$ cat src/hw/rtl/prqs_ram.sv
// prqs_ram: generic single-write, single-read synchronous RAM with a
// registered, write-first read port. No package dependency.
module prqs_ram #(
  parameter int Depth = 2,
  parameter int Width = 1
) (
  input  logic                     clk_i,
  input  logic                     we_i,
  input  logic [$clog2(Depth)-1:0] waddr_i,
  input  logic [Width-1:0]         wdata_i,
  input  logic                     re_i,
  input  logic [$clog2(Depth)-1:0] raddr_i,
  output logic [Width-1:0]         rdata_o
);

  logic [Width-1:0] mem_q [Depth];
  logic [Width-1:0] rdata_q;

  always_ff @(posedge clk_i) begin
    if (we_i) begin
      mem_q[waddr_i] <= wdata_i;
    end
  end

  // A read of the address written in the same cycle returns the new data.
  always_ff @(posedge clk_i) begin
    if (re_i) begin
      if (we_i && (waddr_i == raddr_i)) begin
        rdata_q <= wdata_i;
      end else begin
        rdata_q <= mem_q[raddr_i];
      end
    end
  end

  assign rdata_o = rdata_q;

endmodule

$ cat config.mk
export PLATFORM = sky130hd
export DESIGN_NAME = prqs_ram
export DESIGN_NICKNAME = d
export VERILOG_FILES = /design/src/hw/rtl/prqs_ram.sv
export SDC_FILE = /design/constraint.sdc
export NUM_CORES = 1
export LEC_CHECK = 0
export ABC_AREA = 0
export BUFFER_PORTS_ARGS = -buffer_cell sky130_fd_sc_hd__buf_2
export CAP_MARGIN = 20
export CORE_AREA = 2 2 39 41
export CTS_BUF_LIST = sky130_fd_sc_hd__clkbuf_8
export DETAILED_ROUTE_END_ITERATION = 12
export DIE_AREA = 0 0 41 43
export PLACE_DENSITY = 0.32
export SLEW_MARGIN = 20
export SYNTH_ARGS = -nofsm -noshare
export SYNTH_HDL_FRONTEND = slang
export SYNTH_SLANG_ARGS = --single-unit
$ cat constraint.sdc
create_clock -name clk_i -period 1.1 [get_ports clk_i]
set_input_delay 0.11 -clock clk_i [delete_from_list [all_inputs] [get_ports clk_i]]
set_output_delay 0.11 -clock clk_i [all_outputs]
set_load 0.03 [all_outputs]
==> Word level (Yosys, flattened, before mapping) <==
Memories as Yosys holds them, arrays and structs flattened. A register that Yosys moved wholly into a read port is not among the register bits.
Index checks and enable logic that the tools add are counted.
{ "word_totals": {"regBits": 0, "ramBits": 2, "inputBits": 6, "n_memories": 1, "elab_cells": 3} }
{ "memory_table": {"columns": ["name", "depth", "word_bits", "rd", "rd_ports_with_merged_regs", "write_ports", "line_no", "text"], "rows": [
  ["mem_q", 2, 1, 1, 1, 1, "16", "logic [Width-1:0] mem_q [Depth];"]
]} }
{ "classes": {"mux": 2} }
{ "ops": {"columns": ["cell", "n"], "rows": [
  ["1-bit two-way mux", 2]
]} }

==> Depth between registers and ports, before layout <==
{ "depth": {"word_depth": 2, "depth_mapped": 3, "ltp_nobuf": 3} }

==> Worst setup path after synthesis <==
OpenSTA, ideal clock, no wires.
{ "synth_timing": {"kind": "flip-flop to flip-flop", "start": "mem mem_q[1]", "end": "reg rdata_q (netlist: rdata_o), read port of mem_q (data pin)", "setup_time_ns": 0.268, "period_less_slack_ns": 0.979, "path_buffers": 0, "slack_ns": 0.121, "t_required_ns": 0.832, "path_stages_with_launch": 3, "arrival_time_ns": 0.712, "cell_sequence": "edfxtp_1 a221oi_2 a22oi_1"} }
{ "synth_lines": {"columns": ["item", "line_no", "text"], "rows": [
  ["start, declared", "16", null],
  ["end, declared", "17", "logic [Width-1:0] rdata_q;"]
]} }

==> metrics.log <==
INFO  metric seq_total_area_yosys = 59.5%
INFO  metric number_of_storage_elements_in_the_synthesis_netlist = 3
INFO  metric cell_breakdown_of_the_critical_path = a221oi_2 > a22oi_1
INFO  metric max_cap_viol_count = 0
INFO  metric clock_skew = ~1.3 ps
INFO  metric critical_hold_path_startpoint = re_i
INFO  metric antenna_found_initial = 0
INFO  metric timing.critical_path.required = 1050 ps
INFO  metric detailedRoute.firstIterationViolations = 2
INFO  metric synth.largest_area_cell = sky130_fd_sc_hd__edfxtp_1
INFO  metric multiInputGateArea = 61.3 µm²
INFO  metric reg2reg_depth = 2
INFO  metric tightestPinTransition = 185 ps
INFO  metric worst_setup_path_startpoint = mem_q[1]
INFO  metric floorplan.rows = 14
INFO  metric drcViolationCount = 0
INFO  metric resize_count_post_cts = 0
INFO  metric area_of_the_die = 1760 µm²
INFO  metric timing.rr.start = mem_q[1]
INFO  metric clock_sink_count = 3
INFO  metric timing.final.crit_share = approximately 94%
INFO  metric slew_headroom = 87.7%
INFO  metric grt_setup_unrepaired = no
INFO  metric hpwlAfterDp = roughly 240 µm
INFO  metric timing.critical_path.from_type = register
INFO  metric peakVddDrop = 1060 µV
INFO  metric post_synth_num_cell_types = 8
INFO  metric floorplan.core_area = about 1400 µm²
INFO  metric holdPathEnd = rdata_o
INFO  metric cp_delay_by_family_top = compound AO/OA/AOI/OAI gates
INFO  metric cts_buffer_depth = 2
INFO  metric fillerInstances = 147
INFO  metric global_route_wire_length_before_repair = about 550 µm
INFO  metric netlist.area_leader.share = 59.5%
INFO  metric post-cts-setup-buffers = 0
INFO  metric grt_max_degree = 6
INFO  metric max_clock_freq = about 0.96 GHz
INFO  metric die_h = ~43 µm
INFO  metric grt_total_ovfl = 0
INFO  metric critical_path.max_fanout = 1
INFO  metric portBuffers = 6
INFO  metric total_number_of_yosys_warnings = 0
INFO  metric crit_slowest_cell = sky130_fd_sc_hd__edfxtp_1
INFO  metric synth_top_cells_by_area = sky130_fd_sc_hd__edfxtp_1 (60%), sky130_fd_sc_hd__a221oi_2 (9.9%), sky130_fd_sc_hd__nand3b_1 (9.9%), sky130_fd_sc_hd__and2_4 (5.8%), sky130_fd_sc_hd__a22oi_1 (5.0%)
INFO  metric antennaDiodeCount = 0
INFO  metric firstDrtPassIters = 2
INFO  metric worst_hold_path_type = input port to register
INFO  metric final.setup.worst_slack = slightly above 60 ps
INFO  metric run_status = completed
INFO  metric synth.net_count = 17
INFO  metric final_net_count = 28
INFO  metric syn_area_per_cell = 13.8 µm²
INFO  metric place.gp.congestion = about 0.57
INFO  metric post_synth_instance_area = 151 µm²
INFO  metric power.total = 487 µW
INFO  metric placed_cells_incl_taps = 33
INFO  metric worst-endpoint-arrival = 980 ps
INFO  metric leakagePower = 0.0982 nW
INFO  metric clock_tree_from_tritoncts = yes
INFO  metric setup.worst_path.class = register to register
INFO  metric cts-hold-fix-buffers = 0
INFO  metric worst_skew_pair.late_latency = 210 ps
INFO  metric post_dp_cell_area = 201 µm²
INFO  metric dr_vias = 128
INFO  metric die_x = 41 µm
INFO  metric final-seq-area = roughly 90 µm²
INFO  metric grtUsageTotal = about 5%
INFO  metric worst_r2r_endpoint = rdata_o
INFO  metric setup-violations-final = 0
INFO  metric finalMaxSlewViolations = 0
INFO  metric post-route-cell-area = 246 µm²
INFO  metric antenna_violating_nets_post_route = 0
INFO  metric worst_path_largest_cell_delay = 370 ps
INFO  metric routed_wirelength = 308 µm
INFO  metric design.portCount = 7
INFO  metric crit_path_end_kind = register
INFO  metric initial_core_util = 10.9%
INFO  metric reg2reg_setup_slack = 60 ps
INFO  metric critical_path_buf_inv_count = 0
INFO  metric cts_inserted_buffers = 3
INFO  metric syn-instance-count = 11
INFO  metric stdcell_count = 37
INFO  metric vias_per_cell = 3.46
INFO  metric wl_per_cell = 8.32 µm
INFO  metric final_layout_size_suffix_gt1_share = 52.4%
INFO  metric cellPowerDensity = 1980 nW/µm²
INFO  metric placement_stage_worst_setup_slack = 68.8 ps
INFO  metric fin_tns_setup = 0 ps
INFO  metric holdPathStages = 1
INFO  metric finalHoldViolCount = 0
INFO  metric clock_root_buffer_master = sky130_fd_sc_hd__clkbuf_8
INFO  metric clkTransAtPathRegs = about 30 ps
INFO  metric cts_h_tree_lvls = 1
INFO  metric grt_pass1_vias = 141
INFO  metric synthToLayoutAreaGrowth = 62.8%
INFO  metric layout_min_cycle_time = 1040 ps
-- report_power, final --
part / total, mW / switching (mW) / internal (mW)
registers: 0.141 / 0.00350 / 0.137
logic: 0.0424 / 0.0224 / 0.0200
clock network: 0.304 / 0.0670 / 0.237
-- layout by cell type, fill, tap and decap left out, drive strengths merged --
| cell | count |
|---|---|
| a221oi | 1 |
| nand3b | 2 |
| nor2b | 1 |
| nor2 | 1 |
| clkbuf | 3 |
| a22oi | 1 |
| and2 | 1 |
| inv | 1 |
| buf | 6 |
| edfxtp | 3 |
| o21ai | 1 |
-- worst max-delay path by stage --
| stage | slack [ps] | endpoint | cells after the start |
|---|---|---|---|
| after floorplan | 120 | rdata_o | 2 |
| after global placement | 80 | rdata_o | 2 |
| after detailed placement | 70 | rdata_o | 2 |
| after CTS | 60 | rdata_o | 2 |
| after global routing | 6 | rdata_o | 2 |
| final | 60 | rdata_o | 2 |
-- cells by family (layout without fill, tap and decap cells) --
logic type / count (synthesis) / after routing / share of synthesized area (%)
AND/OR/NAND/NOR: 5 / 5 / 22.3
buffers and inverters: 0 / 10 / 0
AO/OA/AOI/OAI: 3 / 3 / 18.2
flip-flops: 3 / 3 / 59.5
-- through the flow --
step / util, % / hold WS, ps
2_1_floorplan: - / 209
3_3_place_gp: 14.6 / 312
3_5_place_dp: 14.6 / 310
4_1_cts: 17.8 / 91.1
5_1_grt: 17.8 / 94.5
6_report: 17.8 / 96.0
-- sequential cells by signal, indices dropped and copies added, names as in the netlist --
register,flops
rdata_o,1
mem_q,2
-- cell usage after synthesis (all sizes together) --
cell	count
edfxtp	3
a22oi	1
o21ai	1
and2	1
nor2	1
nand3b	2
a221oi	1
nor2b	1
-- routing by layer --
metal  up-vias  track usage, %  share of wire [%]
met5         -               0                  0
met4         0               0                  0
met3         0            6.28                 11
met2         7            6.56                 37
met1        57            5.50                 52
li1         64               -                  -
-- final cells by class --
cell class	instances	area share, %
sequential	3	36.5
multi-input combinational	8	24.9
clock buffer	3	16.8
timing repair buffer	6	12.2
tap	16	8.12
clock inverter	1	1.52
Note: power is estimated with default switching activity, not from simulation.
