### src/hw/rtl/prqs_pkg.sv
// prqs_pkg: sizes, codes, request/result structs and helper functions
// shared by the ready-queue scheduler modules. No dependencies.
package prqs_pkg;

  // Sizes of the scheduler.
  localparam int NumLevels = 256;
  localparam int MaxTasks  = 64;
  localparam int LvlW      = $clog2(NumLevels);
  localparam int TaskW     = $clog2(MaxTasks);

  // Fixed field widths of the request and result.
  localparam int TaskIdW = 6;
  localparam int PrioW   = 8;

  typedef enum logic [1:0] {
    FUNC_ENQ = 2'd0,
    FUNC_DEQ = 2'd1,
    FUNC_SEL = 2'd2
  } func_e;

  typedef struct packed {
    func_e              func;
    logic [TaskIdW-1:0] task_id;
    logic [PrioW-1:0]   prio;
  } req_t;

  typedef struct packed {
    logic [TaskIdW-1:0] next_task;
    logic               idle_selected;
    logic               switch_needed;
    logic               op_error;
  } rsp_t;

  // Write commands for the level head and tail tables.
  typedef struct packed {
    logic            we;
    logic [LvlW-1:0] addr;
    logic [TaskW-1:0] data;
  } lvl_wr_t;

  // Write commands for the per-task link tables.
  typedef struct packed {
    logic             we;
    logic [TaskW-1:0] addr;
    logic [TaskW-1:0] data;
  } link_wr_t;

  // Write command for the per-task level table.
  typedef struct packed {
    logic             we;
    logic [TaskW-1:0] addr;
    logic [LvlW-1:0]  data;
  } tlvl_wr_t;

  typedef struct packed {
    lvl_wr_t  head;
    lvl_wr_t  tail;
    link_wr_t nxt_link;
    link_wr_t prv_link;
    tlvl_wr_t task_lvl;
  } ram_wr_t;

  // Table contents fetched when a request is accepted.
  typedef struct packed {
    logic [LvlW-1:0]  task_lvl;
    logic [TaskW-1:0] prv_link;
    logic [TaskW-1:0] nxt_link;
    logic [TaskW-1:0] tail;
  } ram_rd_t;

  function automatic logic task_ok(logic [TaskIdW-1:0] id);
    return int'(id) < MaxTasks;
  endfunction

  function automatic logic [TaskW-1:0] task_idx(logic [TaskIdW-1:0] id);
    return TaskW'(id);
  endfunction

  // Levels past the top are saturated to the top level.
  function automatic logic [LvlW-1:0] level_idx(logic [PrioW-1:0] prio);
    if (int'(prio) >= NumLevels) begin
      return LvlW'(NumLevels - 1);
    end
    return LvlW'(prio);
  endfunction

endpackage

### src/hw/rtl/prqs_prio_enc.sv
// prqs_prio_enc: finds the highest set bit of the ready-level mask.
// Depends on prqs_pkg.
module prqs_prio_enc (
  input  logic [prqs_pkg::NumLevels-1:0] mask_i,
  output logic                           any_o,
  output logic [prqs_pkg::LvlW-1:0]      top_o
);
  import prqs_pkg::*;

  localparam int PadN = 1 << LvlW;

  logic [PadN-1:0] pad;
  logic            node_v  [LvlW+1][PadN];
  logic [LvlW-1:0] node_ix [LvlW+1][PadN];

  // Binary tree: at each level the upper half of a pair wins.
  always_comb begin
    pad     = PadN'(mask_i);
    node_v  = '{default: '0};
    node_ix = '{default: '0};
    for (int i = 0; i < PadN; i++) begin
      node_v[0][i]  = pad[i];
      node_ix[0][i] = LvlW'(i);
    end
    for (int l = 0; l < LvlW; l++) begin
      for (int j = 0; j < (PadN >> (l + 1)); j++) begin
        node_v[l+1][j]  = node_v[l][2*j+1] | node_v[l][2*j];
        node_ix[l+1][j] = node_v[l][2*j+1] ? node_ix[l][2*j+1] : node_ix[l][2*j];
      end
    end
  end

  assign any_o = node_v[LvlW][0];
  assign top_o = node_ix[LvlW][0];

endmodule

### config.mk
export PLATFORM = sky130hd
export DESIGN_NAME = prqs_prio_enc
export DESIGN_NICKNAME = d
export VERILOG_FILES = /design/src/hw/rtl/prqs_pkg.sv /design/src/hw/rtl/prqs_prio_enc.sv
export SDC_FILE = /design/constraint.sdc
export NUM_CORES = 1
export LEC_CHECK = 0
export BUFFER_PORTS_ARGS = -buffer_cell sky130_fd_sc_hd__buf_2
export CAP_MARGIN = 20
export CORE_AREA = 4 4 100 102
export DETAILED_ROUTE_END_ITERATION = 10
export DIE_AREA = 0 0 104 106
export PLACE_DENSITY_LB_ADDON = 0.08
export SLEW_MARGIN = 20
export SYNTH_ARGS = -nofsm -noshare
export SYNTH_HDL_FRONTEND = slang
export SYNTH_SLANG_ARGS = --single-unit
### constraint.sdc
create_clock -name vclk -period 1.95
set_input_delay 0.0975 -clock vclk [all_inputs]
set_output_delay 0.0975 -clock vclk [all_outputs]
set_load 0.1 [all_outputs]
Yosys cells after proc, flatten, opt, wreduce, memory -nomap -nowiden

Index checks and enable logic that the tools add are counted.

Bits in registers: 0
Input bits: 256

Multiplexer cells: 255
Bitwise gates (word level): 255

Operators by type and width:

| cell              | count |
|---|---|
| OR 1 bit          | 255 |
| two-way mux 1 bit | 128 |
| two-way mux 2 bit | 64 |
| two-way mux 3 bit | 32 |
| two-way mux 4 bit | 16 |
| two-way mux 5 bit | 8 |
| two-way mux 6 bit | 4 |
| two-way mux 7 bit | 2 |
| two-way mux 8 bit | 1 |

Logic depth before layout (Yosys ltp)

Gate-level depths: netlist of the first run.

Word-level depth: 8
Depth in mapped cells: 9
Depth with buffers taken out: 9

Worst setup path before layout of the first run

OpenSTA, ideal clock, no wires.

Path kind: in2out
From: in mask_i[198] in the netlist's numbering
To: out top_o[4] in the netlist's numbering
Arrival: 3,766 ps
Required time: 1,852 ps
Setup slack: -1,914 ps
Stages on the path: 7
Path buffers: 0
Path through: nor4_1 -> nand3_1 -> nor4_1 -> nand2_1 -> nor2_1 -> inv_1 -> a31oi_1

Word-level cells in the longest chain between the ends: 8
Elaborated cells between the ends (all ways): 9

RTL lines:

| item                                          | RTL line                                 | text |
|---|---|---|
| from (decl)                                   | prqs_prio_enc.sv:4                       | `input logic [prqs_pkg::NumLevels-1:0] mask_i,` |
| OR 1 bit * (6 in series)                      | prqs_prio_enc.sv:27                      | `node_v[l+1][j] = node_v[l][2*j+1] \| node_v[l][2*j];` |
| two-way mux 7 bit or OR 1 bit (tied branches) | prqs_prio_enc.sv:28, prqs_prio_enc.sv:27 |  |
| two-way mux 8 bit *                           | prqs_prio_enc.sv:28                      | `node_ix[l+1][j] = node_v[l][2*j+1] ? node_ix[l][2*j+1] : node_ix[l][2*j];` |
| to (decl)                                     | prqs_prio_enc.sv:6                       | `output logic [prqs_pkg::LvlW-1:0] top_o` |

Mark *: on every way between the ends. The rest lies on a longest branch, timed or not.

Final worst setup path of the first run

From: in mask_i[74] in the netlist's numbering
To: out top_o[1] in the netlist's numbering

Word-level cells in the longest chain between the ends: 8
Elaborated cells between the ends (all ways): 13

RTL lines:

| item                                          | RTL line |
|---|---|
| OR 1 bit *                                    | prqs_prio_enc.sv:27 |
| two-way mux 2 bit or OR 1 bit (tied branches) | prqs_prio_enc.sv:28, prqs_prio_enc.sv:27 |
| two-way mux 3 bit or OR 1 bit (tied branches) | prqs_prio_enc.sv:28, prqs_prio_enc.sv:27 |
| two-way mux 4 bit or OR 1 bit (tied branches) | prqs_prio_enc.sv:28, prqs_prio_enc.sv:27 |
| two-way mux 5 bit or OR 1 bit (tied branches) | prqs_prio_enc.sv:28, prqs_prio_enc.sv:27 |
| two-way mux 6 bit or OR 1 bit (tied branches) | prqs_prio_enc.sv:28, prqs_prio_enc.sv:27 |
| two-way mux 7 bit *                           | prqs_prio_enc.sv:28 |
| two-way mux 8 bit *                           | prqs_prio_enc.sv:28 |

Marks and branches as above.

==> flow_summary_export.csv, run 1 <==
group,metric,value,unit
run_status,run_status,"finished with violations",
run_status,violations,"negative setup slack",
worst_setup_path,critPathCaptureType,"output pin",
worst_hold_path,hold_class,"input port to output pin",
die,initial_core_util,30.6,%
die,ioPinCount,265,
placement,portBuffers,265,
grt,grt_usage,27.2,%
sta,min_period,2.58,ns
die,dieArea,11000,µm²
sta,rsz0062_at_grt,"yes",
die,die_h,106,µm
placement,dp_hpwl,14400,µm
synthesis,yosysWarnings,0,
synthesis,synthCells,495,
die,fp.dieW,104,µm
power_and_ir_drop,total_power,0.00103,W
power_and_ir_drop,p_per_area,145,nW/µm²
sta,finalMaxSlewViolations,0,
synthesis,syn_nets,751,
grt,grt_pass1_wl,26000,µm
worst_setup_path,cp-start-kind,"input port",
placement,gp_congestion,0.941,
drt,routed_wl,16500,µm
sta,hold_viol_final,0,
finish,syn_to_final_growth,153,%
finish,layout_commonest_cell,"buf_4",
sta,timing.fmax,387,MHz
drt,drtIter0Drc,204,
synthesis,synthesis.area,2790,µm²
power_and_ir_drop,peakVddDrop,0.0992,mV
finish,seq_cells,0,
finish,regArea,0,µm²
sta,worstMarginPinSlew,0.527,ns
drt,top_layer,"met5",
finish,layout-drive-gt1-share,59.0,%
finish,antenna_cells,0,
synthesis,yosysSeqAreaShare,0,%
drt,wl_met3,1320,µm
grt,grt_max_degree,6,
synthesis,ys_types,53,
finish,n_clock_buffer,0,
synthesis,post_synth.cell_area_avg,5.63,µm²
power_and_ir_drop,power.leakage,3.40,nW
grt,grt_pass1_vias,6165,
drt,vias_per_cell,5.26,
drt,wl_met2,8680,µm
finish,final_util,77.5,%
job,drv_cap,0,
drt,num_vias,5991,
sta,slew_headroom,64.6,%
drt,drcViolationCount,0,
drt,drt_pre_antenna_iters,6,
worst_setup_path,worstPathArrival,2.48,ns
placement,place_area,6590,µm²
die,core_area,9110,µm²
worst_setup_path,cp.required,1.85,ns
die,row_count,35,
finish,num-nets-final,1285,
drt,ant_nets,0,
worst_setup_path,worstSetupPathType,"input port to output pin",
finish,layout_common_cells,"buf_4, buf_2, nor2_1",
grt,gr-total-overflow,0,
sta,fin_ws,-0.632,ns
sta,setup_viol,9,
worst_setup_path,cp_max_fo,4,
finish,final_area,7060,µm²
drt,wl_per_cell,14.5,µm
grt,antenna_found_initial,1,
sta,period_share,132,%
drt,wl_met1,5900,µm
[worst paths after layout]
check	startpoint	end	cells after the start	slack, ns
worst max-delay path	mask_i[74]	top_o[1]	9	-0.63
worst min-delay path	mask_i[0]	any_o	6	0.76
[cell type report]
cell class         instances  area, µm²
multi-input cells        444       3190
well taps                111        139
fillers                  700       2050
repair buffers           532       3540
inverters                 51        195
[where the power goes]
| part | total, W | internal (W) | switching (W) | leakage, nW |
|---|---|---|---|---|
| clock | 0 | 0 | 0 | 0 |
| combinational | 0.00103 | 0.000568 | 0.000459 | 3.40 |
| sequential | 0 | 0 | 0 | 0 |
| total | 0.00103 | 0.000568 | 0.000459 | 3.40 |
[cell usage after synthesis, types with 12 or more instances]
cell type   n  area [µm²]
nor2_1     78         293
o21ai_0    35         175
or4_1      12        90.1
a21oi_1    50         250
nand3_1    14        70.1
o21bai_1   15         113
nor4_1     53         332
inv_1      51         191
nor2b_1    17         106
nand2_1    27         101
nor3_1     22         110
o31ai_1    14         105
[per-stage QoR]
stage | std cells | TNS, ns | setup WS (ns) | hold slack (ns)
after CTS | 1134 | -3.59 | -0.620 | 0.750
after global placement | 1130 | -4.32 | -0.795 | 0.903
after global routing | 1138 | -4.31 | -0.678 | 0.779
after detailed placement | 1130 | -4.63 | -0.768 | 0.900
final | 1138 | -3.72 | -0.632 | 0.757
after floorplan | 495 | -4.62 | -0.756 | 0.597
[cells by family (layout without fill, tap and decap cells)]
group	after synthesis	in the layout	share of synthesized area, %
compound gates	183	183	43.7
simple gates	261	261	49.4
buf+inv	51	583	6.87
[timing repair]
item	4_1_cts	5_1_grt
hold buffers	0	0
pin swaps	9	11
gates resized for setup	56	27
buffers inserted	4	7
endpoints found under the setup margin	9	9
[metal layers]
layer / vias to the layer above / GRT usage (%)
li1: 3011 / -
met1: 2693 / 27.9
met2: 237 / 54.1
met3: 48 / 6.80
met4: 2 / 7.79
met5: - / 0
[critical path, stage by stage]
cell and delay, ns:
buf_6 0.09, or4_4 0.52, or2_0 0.25, or4_4 0.53, inv_2 0.08, nor3_1 0.05, a311o_1 0.32, a221o_2 0.37
buf_12 0.17
(Power assumes the default switching activity.)
==> run 2: changes to the inputs <==
--- a/config.mk
+++ b/config.mk
@@ -11,6 +11,7 @@
 export DETAILED_ROUTE_END_ITERATION = 10
 export DIE_AREA = 0 0 104 106
 export PLACE_DENSITY_LB_ADDON = 0.08
+export REMOVE_ABC_BUFFERS = 1
 export SLEW_MARGIN = 20
 export SYNTH_ARGS = -nofsm -noshare
 export SYNTH_HDL_FRONTEND = slang
==> flow_summary_export.csv, run 2 (synthesis gave the netlist of run 1 again) <==
group,metric,value,unit
finish,layout-drive-gt1-share,56.7,%
run_status,run_status,"finished with violations",
sta,min_period,2.58,ns
sta,rsz0062_at_grt,"yes",
power_and_ir_drop,power.leakage,3.43,nW
grt,met2_usage,54.5,%
grt,grt_usage,27.1,%
drt,drcViolationCount,0,
grt,grt_pass1_wl,25700,µm
run_status,violations,"negative setup slack",
grt,grt_pass1_vias,6029,
grt,gr-total-overflow,0,
drt,wl_per_cell,14.5,µm
sta,fin_ws,-0.633,ns
placement,dp_hpwl,14800,µm
finish,final_util,74.4,%
worst_setup_path,cp_max_fo,4,
finish,final_cells,1147,
worst_setup_path,critPathCaptureType,"output pin",
finish,n_clock_buffer,0,
sta,timing.fmax,387,MHz
power_and_ir_drop,total_power,0.000978,W
finish,seq_cells,0,
sta,finalMaxSlewViolations,0,
worst_setup_path,worstPathArrival,2.49,ns
placement,gp_congestion,0.903,
die,core_area,9110,µm²
worst_hold_path,hold_class,"input port to output pin",
die,fp.dieW,104,µm
placement,portBuffers,265,
finish,layout_commonest_cell,"buf_4",
finish,syn_to_final_growth,143,%
grt,grtUsageMet1,29.0,%
drt,vias_per_cell,5.24,
finish,multi_input_area,2860,µm²
worst_setup_path,cp-start-kind,"input port",
die,ioPinCount,265,
power_and_ir_drop,peakVddDrop,0.0994,mV
finish,layout_common_cells,"buf_4, buf_2, nor2_1",
grt,grt-busiest-layer,"met2",
power_and_ir_drop,p_per_area,144,nW/µm²
drt,routed_wl,16700,µm
grt,grt_max_degree,6,
drt,num_vias,6007,
job,drv_cap,0,
worst_setup_path,worstSetupPathType,"input port to output pin",
die,die_h,106,µm
sta,slew_headroom,67.6,%
placement,place_inst,1141,
die,dieArea,11000,µm²
sta,period_share,132,%
finish,nFillCells,766,
die,row_count,35,
drt,drt_pre_antenna_iters,5,
finish,num-nets-final,1293,
grt,antenna_found_initial,1,
sta,worstMarginPinSlew,0.481,ns
worst_setup_path,cp.required,1.85,ns
drt,drtIter0Drc,213,
die,initial_core_util,30.6,%
sta,hold_viol_final,0,
sta,setup_viol,8,
clocking,hold_buffers,0,
finish,regArea,0,µm²
grt,grt_use_met3,4.74,%
drt,ant_nets,0,
-- run 2: changes by cell type in the layout (fill, tap and decap cells not counted), sizes merged --
| cell | delta |
|---|---|
| inv | +1 |
| diode | +1 |
| clkinvlp | -1 |
| buf | +6 |
| bufbuf | +2 |
-- run 2: area by class of cell --
cell class,instances,area share [%]
Tap cell,111,2.05
Timing Repair Buffer,540,52.9
Inverter,51,2.86
Multi-Input combinational cell,444,42.1
Antenna cell,1,0.0369
-- run 2: repair_timing --
action                                  in CTS  in global routing
setup buffers                                1                  5
resized for setup                           45                 34
endpoints found under the setup margin       9                  9
pin swaps                                    7                  8
-- run 2: report_power, final --
part	total, W	internal [W]	switching (W)
Combinational	0.000978	0.000560	0.000417
Clock	0.0000000000686	0.0000000000686	0
Sequential	0	0	0
Total	0.000978	0.000560	0.000417
-- run 2: critical path, stage by stage --
cell and delay [ns]:
buf_6 0.09, or4_4 0.52, or2_1 0.24, or4_4 0.53, inv_2 0.08, nor3_1 0.04
a311o_1 0.36, a221o_1 0.32, buf_6 0.19
-- run 2: metal layers --
layer  vias up  share of wire (%)  wire [µm]
met1      2718                 37       6210
met2       224                 54       8930
met3        35                6.5       1080
met4         0                2.8        462
met5         -                  0          0
li1       3030                  -          -
-- run 2: per-stage QoR --
step	worst slack [ns]	TNS, ns	area (µm²)	hold WS [ns]
6_report	-0.633	-3.68	6780	0.777
5_1_grt	-0.695	-4.15	6780	0.808
4_1_cts	-0.623	-3.52	6580	0.766
3_5_place_dp	-0.750	-4.72	6350	0.953
3_3_place_gp	-0.723	-4.39	6350	0.939
2_1_floorplan	-1.91	-9.41	2790	0.905
-- run 2: final timing paths --
kind              startpoint  endpoint  slack, ns  cells after the start
setup / recovery  mask_i[75]  top_o[1]      -0.63                      9
hold / removal     mask_i[0]     any_o       0.78                      6
==> run 3: changes to the inputs <==
--- a/config.mk
+++ b/config.mk
@@ -10,6 +10,7 @@
 export CORE_AREA = 4 4 100 102
 export DETAILED_ROUTE_END_ITERATION = 10
 export DIE_AREA = 0 0 104 106
+export GPL_TIMING_DRIVEN = 0
 export PLACE_DENSITY_LB_ADDON = 0.08
 export REMOVE_ABC_BUFFERS = 1
 export SLEW_MARGIN = 20
==> flow_summary_export.csv, run 3 (synthesis gave the netlist of run 1 again) <==
group,metric,value,unit
drt,drtIter0Drc,187,
power_and_ir_drop,p_sw_share,53.8,%
run_status,run_status,"finished with violations",
placement,place_inst,871,
drt,ant_nets,0,
power_and_ir_drop,p_per_area,142,nW/µm²
finish,n_clock_buffer,0,
sta,timing.fmax,393,MHz
sta,rsz0062_at_grt,"yes",
die,core_area,9110,µm²
die,row_count,35,
power_and_ir_drop,power.switching,0.000398,W
power_and_ir_drop,power.share.clock,0,%
worst_setup_path,path_cells,"buf_6 > or4_4 > or2_0 > or4_4 > inv_1 > nor3_1 > a311o_1 > a221o_1 > buf_12",
worst_hold_path,hold_start,"mask_i[248]",
finish,antenna_cells,0,
worst_hold_path,hold_class,"input port to output pin",
sta,min_period,2.55,ns
worst_setup_path,crit_start,"mask_i[74]",
placement,pre_cts_ws,-1.27,ns
drt,drt_pre_antenna_iters,4,
sta,setup_viol,9,
grt,grt_max_degree,7,
power_and_ir_drop,total_power,0.000740,W
drt,num_vias,5033,
finish,final_cells,898,
run_status,violations,"negative setup slack",
placement,gp_congestion,0.899,
worst_setup_path,endpoint,"top_o[1]",
sta,slew_headroom,63.6,%
worst_setup_path,cp.required,1.85,ns
finish,nFillCells,907,
sta,finalMaxSlewViolations,0,
grt,grt_usage,23.0,%
worst_setup_path,cp-start-kind,"input port",
worst_setup_path,worst_path_max_delay_cell,"or4_4",
drt,wl_met1,5330,µm
sta,hold_viol_final,0,
drt,vias_per_cell,5.60,
grt,grt_pass1_vias,4915,
power_and_ir_drop,power.leakage,2.20,nW
drt,wl_met2,7420,µm
worst_setup_path,critPathCaptureType,"output pin",
die,ioPinCount,265,
finish,layout_commonest_cell,"buf_2",
worst_setup_path,worstPathArrival,2.45,ns
die,dieArea,11000,µm²
drt,wl_met3,1140,µm
finish,layout-drive-gt1-share,46.1,%
placement,portBuffers,265,
finish,num-nets-final,1045,
grt,antenna_found_initial,1,
drt,wl_per_cell,15.7,µm
die,fp.dieW,104,µm
die,initial_core_util,30.6,%
power_and_ir_drop,power_frac_seq,0,%
drt,drcViolationCount,0,
drt,top_layer,"met5",
finish,layout_common_cells,"buf_2, nor2_1, inv_1",
sta,worstMarginPinSlew,0.532,ns
sta,period_share,131,%
clocking,hold_buffers,0,
finish,syn_to_final_growth,86.5,%
sta,fin_ws,-0.595,ns
drt,routed_wl,14100,µm
grt,gr-total-overflow,0,
placement,dp_hpwl,12100,µm
finish,multi_input_area,3200,µm²
finish,regArea,0,µm²
finish,seq_cells,0,
worst_setup_path,slowest_delay,0.53,ns
worst_setup_path,crit_top_cell,"or4_4",
die,die_h,106,µm
power_and_ir_drop,peakVddDrop,0.0672,mV
power_and_ir_drop,p_int,0.000342,W
grt,grt_pass1_wl,21900,µm
worst_setup_path,worstSetupPathType,"input port to output pin",
worst_setup_path,cp_max_fo,4,
power_and_ir_drop,combPwrFrac,100.0,%
job,drv_cap,0,
[run 3: metal layers]
metal / track usage [%] / vias to the layer above
met5: 0 / -
met4: 3.42 / 2
met3: 5.71 / 20
met2: 44.5 / 192
met1: 25.7 / 2298
li1: - / 2521
[run 3: power by group through the flow]
stage	Combinational, W	Clock, W	Sequential, W
2_1_floorplan	0.000217	0	0
3_3_place_gp	0.000600	0	0
3_5_place_dp	0.000617	0	0
4_1_cts	0.000712	0	0
5_1_grt	0.000813	0	0
6_report	0.000740	0	0
[run 3: area by class of cell]
type,instances,share of cell area (%)
Inverter,51,3.68
Multi-Input combinational cell,444,61.5
Tap cell,111,2.67
Timing Repair Buffer,292,32.1
[run 3: stage by stage]
step | util [%] | TNS [ns] | cell area, µm² | hold WS [ns]
4_1_cts | 54.0 | -3.05 | 4920 | 0.785
6_report | 57.0 | -3.25 | 5200 | 0.783
2_1_floorplan | - | -9.41 | 2790 | 0.905
3_5_place_dp | 46.7 | -8.71 | 4250 | 0.924
3_3_place_gp | 46.7 | -8.42 | 4250 | 0.921
5_1_grt | 57.0 | -4.11 | 5200 | 0.832
[run 3: how the worst min path moves through the flow]
stage                           to  cells past startpoint
final                     top_o[3]                      5
after CTS                 top_o[3]                      5
after global placement    top_o[4]                      6
after floorplan           top_o[0]                      3
after global routing      top_o[3]                      5
after detailed placement  top_o[4]                      6
[run 3: repair_timing]
item	in CTS	in global routing
setup endpoints to repair	9	9
buffers inserted	13	14
pin swaps	18	16
resized for setup	103	27
[run 3: worst max-delay path, delay by kind of cell]
family	cells	cell delay, ns
AOI/OAI and AO/OA	2	0.68
buffers and inverters	3	0.37
and+or+nand+nor	4	1.28
